## src/rtl/e2h_pkg.sv

```systemverilog
// Package for the equatorial to horizontal converter.
// Holds the fixed-point types, the CORDIC arctangent table and the pipeline latencies.
// Used by every file below but tb_e2h_if.sv; it depends on nothing.
package e2h_pkg;

  localparam int STEPS       = 30;
  localparam int SQRT_STEPS  = 32;
  localparam int NORM_STAGES = 5;
  localparam int CW          = 36;

  typedef logic signed [CW-1:0] cval_t;
  typedef logic signed [31:0]   q30_t;
  typedef logic [31:0]          turn_t;
  typedef logic signed [63:0]   wide_t;
  typedef logic [63:0]          uwide_t;
  typedef logic signed [32:0]   nval_t;
  typedef logic [4:0]           step_t;

  localparam turn_t QUARTER_TURN = 32'h4000_0000;
  localparam turn_t HALF_TURN    = 32'h8000_0000;
  localparam cval_t ONE_C        = 36'sd1073741824;
  localparam wide_t ONE_W        = 64'sd1073741824;
  localparam cval_t ROT_GAIN     = 36'sd652032874;
  localparam uwide_t ONE_SQ      = 64'h1000_0000_0000_0000;

  localparam int SINCOS_LAT = STEPS + 2;
  localparam int VECTOR_LAT = 1 + NORM_STAGES + STEPS;
  localparam int PROD_LAT   = 5;
  localparam int AZPRE_LAT  = 4;
  localparam int TOTAL_LAT  = 1 + SINCOS_LAT + PROD_LAT + SQRT_STEPS + AZPRE_LAT
                              + SQRT_STEPS + VECTOR_LAT + 1;
  localparam int ALT_DLY    = AZPRE_LAT + SQRT_STEPS;
  localparam int AZS_DLY    = SQRT_STEPS + VECTOR_LAT;

  typedef enum logic [1:0] {
    AZ_ZERO,
    AZ_HALF,
    AZ_ACOS
  } az_code_e;

  typedef struct packed {
    q30_t sd;
    q30_t sl;
    q30_t cl;
    logic sh_pos;
  } trig_t;

  typedef struct packed {
    q30_t  sa;
    trig_t tg;
  } side_t;

  typedef struct packed {
    nval_t    n;
    az_code_e code;
    logic     sh_pos;
  } az_side_t;

  function automatic cval_t atan_turn(step_t i);
    cval_t r;
    case (i)
      5'd0:  r = 36'sd536870912;
      5'd1:  r = 36'sd316933406;
      5'd2:  r = 36'sd167458907;
      5'd3:  r = 36'sd85004756;
      5'd4:  r = 36'sd42667331;
      5'd5:  r = 36'sd21354465;
      5'd6:  r = 36'sd10679838;
      5'd7:  r = 36'sd5340245;
      5'd8:  r = 36'sd2670163;
      5'd9:  r = 36'sd1335087;
      5'd10: r = 36'sd667544;
      5'd11: r = 36'sd333772;
      5'd12: r = 36'sd166886;
      5'd13: r = 36'sd83443;
      5'd14: r = 36'sd41722;
      5'd15: r = 36'sd20861;
      5'd16: r = 36'sd10430;
      5'd17: r = 36'sd5215;
      5'd18: r = 36'sd2608;
      5'd19: r = 36'sd1304;
      5'd20: r = 36'sd652;
      5'd21: r = 36'sd326;
      5'd22: r = 36'sd163;
      5'd23: r = 36'sd81;
      5'd24: r = 36'sd41;
      5'd25: r = 36'sd20;
      5'd26: r = 36'sd10;
      5'd27: r = 36'sd5;
      5'd28: r = 36'sd3;
      5'd29: r = 36'sd1;
      default: r = '0;
    endcase
    return r;
  endfunction

  function automatic q30_t clamp_q30(cval_t v);
    q30_t r;
    if (v > ONE_C) begin
      r = q30_t'(ONE_C);
    end else if (v < -ONE_C) begin
      r = q30_t'(-ONE_C);
    end else begin
      r = q30_t'(v);
    end
    return r;
  endfunction

endpackage

```

## src/rtl/e2h_sqrt_cell.sv

```systemverilog
// One digit of the bitwise integer square root, with its own registers.
// Depends on e2h_pkg for the wide unsigned type.
module e2h_sqrt_cell (
  input  logic            clk_i,
  input  logic            en_i,
  input  e2h_pkg::step_t  step_i,
  input  e2h_pkg::uwide_t v_i,
  input  e2h_pkg::uwide_t r_i,
  output e2h_pkg::uwide_t v_o,
  output e2h_pkg::uwide_t r_o
);

  e2h_pkg::uwide_t b, rb, v_d, r_d, v_q, r_q;
  logic [6:0] sh;

  always_comb begin
    sh = 7'd62 - {1'b0, step_i, 1'b0};
    b  = 64'd1 << sh;
    rb = r_i + b;
    if (v_i >= rb) begin
      v_d = v_i - rb;
      r_d = (r_i >> 1) + b;
    end else begin
      v_d = v_i;
      r_d = r_i >> 1;
    end
  end

  always_ff @(posedge clk_i) begin
    if (en_i) begin
      v_q <= v_d;
      r_q <= r_d;
    end
  end

  assign v_o = v_q;
  assign r_o = r_q;

endmodule

```

## src/rtl/e2h_isqrt.sv

```systemverilog
// Integer square root of a 64-bit value through a chain of digit cells.
// Depends on e2h_pkg and e2h_sqrt_cell.
module e2h_isqrt (
  input  logic            clk_i,
  input  logic            en_i,
  input  e2h_pkg::uwide_t v_i,
  output logic [31:0]     r_o
);

  localparam int N = e2h_pkg::SQRT_STEPS;

  e2h_pkg::uwide_t sv [N+1];
  e2h_pkg::uwide_t sr [N+1];

  assign sv[0] = v_i;
  assign sr[0] = '0;

  for (genvar k = 0; k < N; k++) begin : g_cell
    e2h_sqrt_cell u_cell (
      .clk_i  (clk_i),
      .en_i   (en_i),
      .step_i (e2h_pkg::step_t'(k)),
      .v_i    (sv[k]),
      .r_i    (sr[k]),
      .v_o    (sv[k+1]),
      .r_o    (sr[k+1])
    );
  end

  assign r_o = sr[N][31:0];

endmodule

```

## config.mk

```make
export PLATFORM = sky130hd
export DESIGN_NAME = e2h_isqrt
export DESIGN_NICKNAME = d
export VERILOG_FILES = /design/src/rtl/e2h_pkg.sv /design/src/rtl/e2h_sqrt_cell.sv /design/src/rtl/e2h_isqrt.sv
export SDC_FILE = /design/constraint.sdc
export NUM_CORES = 2
export LEC_CHECK = 0
export BUFFER_PORTS_ARGS = -buffer_cell sky130_fd_sc_hd__buf_2
export CORE_AREA = 5 5 665 667
export CTS_BUF_LIST = sky130_fd_sc_hd__clkbuf_16
export DETAILED_ROUTE_END_ITERATION = 6
export DIE_AREA = 0 0 670 672
export SLEW_MARGIN = 20
export SYNTH_ARGS = -nofsm -noshare
export SYNTH_HDL_FRONTEND = slang
export SYNTH_SLANG_ARGS = --single-unit
```

## constraint.sdc

```tcl
create_clock -name clk_i -period 8.7 [get_ports clk_i]
set_clock_uncertainty 0.15 [all_clocks]
set_input_delay 1.74 -clock clk_i [delete_from_list [all_inputs] [get_ports clk_i]]
set_output_delay 1.74 -clock clk_i [all_outputs]
set_load 0.05 [all_outputs]
```

==> flow_metrics.tcl <==
set metrics [dict create \
    fin_crit_sh 0.539 \
    cts_max_level 5 \
    synth_fp_nets 10400 \
    internal_power_mw 25.0 \
    firstDrtPassIters 6 \
    cts_tree "built" \
    crit_fanout 6 \
    slowest_stage "a2111oi_0" \
    dr_total_vias 74800 \
    synth_edf_count 2512 \
    p_per_area_mw_per_mm2 258 \
    outcome "complete, no violations" \
    multi_input_area_sq_mm 0.0424 \
    synth_top_area_share 0.622 \
    cts_inserted_buffers 270 \
    worst_pin_slew_ns 1.30 \
    clkPwrFrac 0.318 \
    grt_pass1_wl_um 436000 \
    vias_per_cell 4.70 \
    dp_hpwl_um 215000 \
    antenna_found_initial 1 \
    syn_to_final_growth_pct 13.5 \
    ys_ff_latch 2512 \
    hold_viol 0 \
    clock-root-buffer "clkbuf_16" \
    drive_above_1_share 0.0711 \
    grt_max_degree 189 \
    row_count 243 \
    dominantRegCellSynth "edfxtp_1" \
    synth_warnings 0 \
    synth_area_leader_cell "edfxtp_1" \
    detail-route-antenna-nets 0 \
    hp-class "reg2reg" \
    relSlewSlack 0.135 \
    crit_arrival_ns 5.09 \
    grtUsageTotal 0.121 \
    fmax_mhz 213 \
    timing.final.max_slew_violations 0 \
    avgSynthCellArea_sq_um 12.5 \
    dieArea_sq_mm 0.450 \
    critPathCaptureType "register" \
    p_comb_frac 0.211 \
    reg2reg_from "g_cell[26].u_cell.r_o[23]$_DFFE_PP_" \
    period_minus_slack_ns 4.69 \
    clkTransAtPathRegs_ns 0.06 \
    wl_per_cell_um 17.7 \
    grt-ovfl-total 0 \
    cts_num_sinks 2512 \
    leakage_nw 50.0 \
    max_stage_delay_ns 1.01 \
    synthTopCellsByArea "edfxtp_1, ha_1, xnor2_1" \
    vdd_drop_max_v 0.000174 \
    critPathLaunchType "register" \
    maxCapViolCount 0 \
    die_h_um 672 \
    cts_resized 0 \
    ys_seq_area_frac 0.622 \
    synthDistinctLibCells 92 \
    rsz0062_at_grt "no" \
    fin_hold_ws_ns 0.278 \
    routed_wl_um 282000 \
    tns_ns 0 \
    cts_buffer_depth 4 \
    hp-start "g_cell[17].u_cell.v_o[15]$_DFFE_PP_" \
    worstPathCellList "inv_1 > ha_1 > nand3_1 > nor3_1 > nand3_1 > nor2_1 > o21bai_1 > a2111oi_1 > nor2_1 > a2111oi_0 > xor2_1" \
    timing.critical_path.required_ns 9.10 \
    finalSetupViolations 0 \
    grt_pass1_vias 74700 \
    p_switching_mw 10.5 \
    seq_power_share 0.471 \
    switching_share 0.296 \
    critPathKind "reg2reg" \
    place.gp.congestion 0.923 \
    synth_area_sq_mm 0.121 \
    regArea_sq_mm 0.0754 \
    route.detailed.drc 0 \
    drt_iter0_markers 4987 \
    nets 10600 \
    nFillCells 43400 \
    startpoint "g_cell[26].u_cell.r_o[23]$_DFFE_PP_" \
    clk_latency_ns 0.89 \
    netlist_instances 9734 \
    core_area_sq_mm 0.436 \
    cts_setup_buffers 0 \
    io_buffers 97 \
    die_w_um 670 \
    ctsHoldBuffers 0 \
    async_flop_share 0 \
    ios 98 \
    initial_core_util 0.278 \
]
## metal layers
metal	track usage	part of all wire	wire (um)
met1	0.132	0.39	109000
met2	0.233	0.54	151000
met3	0.0151	0.031	8830
met4	0.0512	0.047	13300
met5	0	0	0
## final cells by class
cell class                      instances  area share
Inverter                              713      0.0195
Multi-Input combinational cell       6299       0.308
Timing Repair Buffer                  166     0.00843
Clock inverter                        202      0.0130
Sequential cell                      2512       0.548
Clock buffer                          276      0.0502
Tap cell                             5757      0.0524
Antenna cell                            3   0.0000546
## synthesized netlist by cell type, drive strengths merged, types with 71 or more instances
| cell | instances |
|---|---|
| nand2b | 97 |
| xnor2 | 468 |
| edfxtp | 2512 |
| or3 | 130 |
| nand3 | 186 |
| ha | 558 |
| xor2 | 421 |
| a21o | 210 |
| a21oi | 573 |
| nand4 | 175 |
| inv | 713 |
| o21a | 99 |
| nor2 | 563 |
| or4 | 71 |
| nand2 | 668 |
| o21ai | 535 |
| nor4 | 348 |
| clkbuf | 153 |
| nor2b | 73 |
| nor3 | 266 |
## power by group through the flow
stage               Sequential [mW]  Clock [mW]  Combinational, mW
floorplan                      16.3           0               5.56
global placement               16.9           0               7.42
detailed placement             16.9           0               7.43
CTS                            16.7        11.6               7.46
global route                   16.8        12.1               8.34
finish                         16.7        11.3               7.47
## registers in the layout (all words and copies together) (netlist names)
register	count
g_cell.u_cell.v_o	1984
g_cell.u_cell.r_o	528
## layout by cell type, fill, tap and decap left out, types with 31 or more instances in the layout
cell,synthesis,final
a211oi_1,42,41
a21boi_0,32,32
a21o_1,210,210
a21oi_1,573,569
a31oi_1,51,51
and2_1,34,34
and3_1,50,49
buf_2,39,96
buf_4,6,57
clkbuf_16,0,276
clkinv_1,0,49
clkinv_2,0,39
edfxtp_1,2512,2512
ha_1,558,558
inv_1,709,754
mux2_2,63,63
nand2_1,668,668
nand2b_1,97,97
nand3_1,186,186
nand4_1,175,175
nand4b_1,31,31
nor2_1,562,561
nor2b_1,73,72
nor3_1,260,258
nor4_1,343,338
nor4b_1,55,54
o211ai_1,41,41
o21a_1,99,99
o21ai_0,529,529
o21bai_1,67,67
o31ai_1,51,51
or2_2,42,42
or3_1,128,128
or4_1,71,71
xnor2_1,468,468
xor2_1,421,421
## path summary, 6_finish.rpt
check / end / slack (ns) / cells past startpoint
setup reg to reg: g_cell[27].u_cell.v_o[52]$_DFFE_PP_ / 4.01 / 11
hold / removal: g_cell[18].u_cell.v_o[15]$_DFFE_PP_ / 0.28 / 0
setup / recovery: g_cell[27].u_cell.v_o[52]$_DFFE_PP_ / 4.01 / 11
hold reg to reg: g_cell[18].u_cell.v_o[15]$_DFFE_PP_ / 0.28 / 0
## worst max-delay path, delay by kind of cell, from the launching register on
| family | cells | cell delay (ns) |
|---|---|---|
| fa+ha+maj | 1 | 0.39 |
| xor+xnor | 1 | 0.14 |
| simple gates | 5 | 1.38 |
| buf+inv | 1 | 0.06 |
| compound gates | 3 | 1.88 |
| flops | 1 | 0.38 |
## cell families after synthesis
logic type,share of synthesized area
compound gates,0.0963
xor+xnor,0.0642
fa+ha+maj,0.0576
buf+inv,0.0292
flops,0.622
mux,0.00677
simple gates,0.124
## stage by stage
stage	area (sq um)	util	total power, mW	std cells	setup WS (ns)
after floorplan	121000	-	21.9	9734	5.16
after global placement	129000	0.295	24.3	15400	4.02
after detailed placement	129000	0.296	24.4	15400	4.05
after CTS	138000	0.315	35.8	15900	4.04
after global routing	138000	0.316	37.3	15900	3.79
final	138000	0.316	35.4	15900	4.01
(Power assumes the default switching activity.)
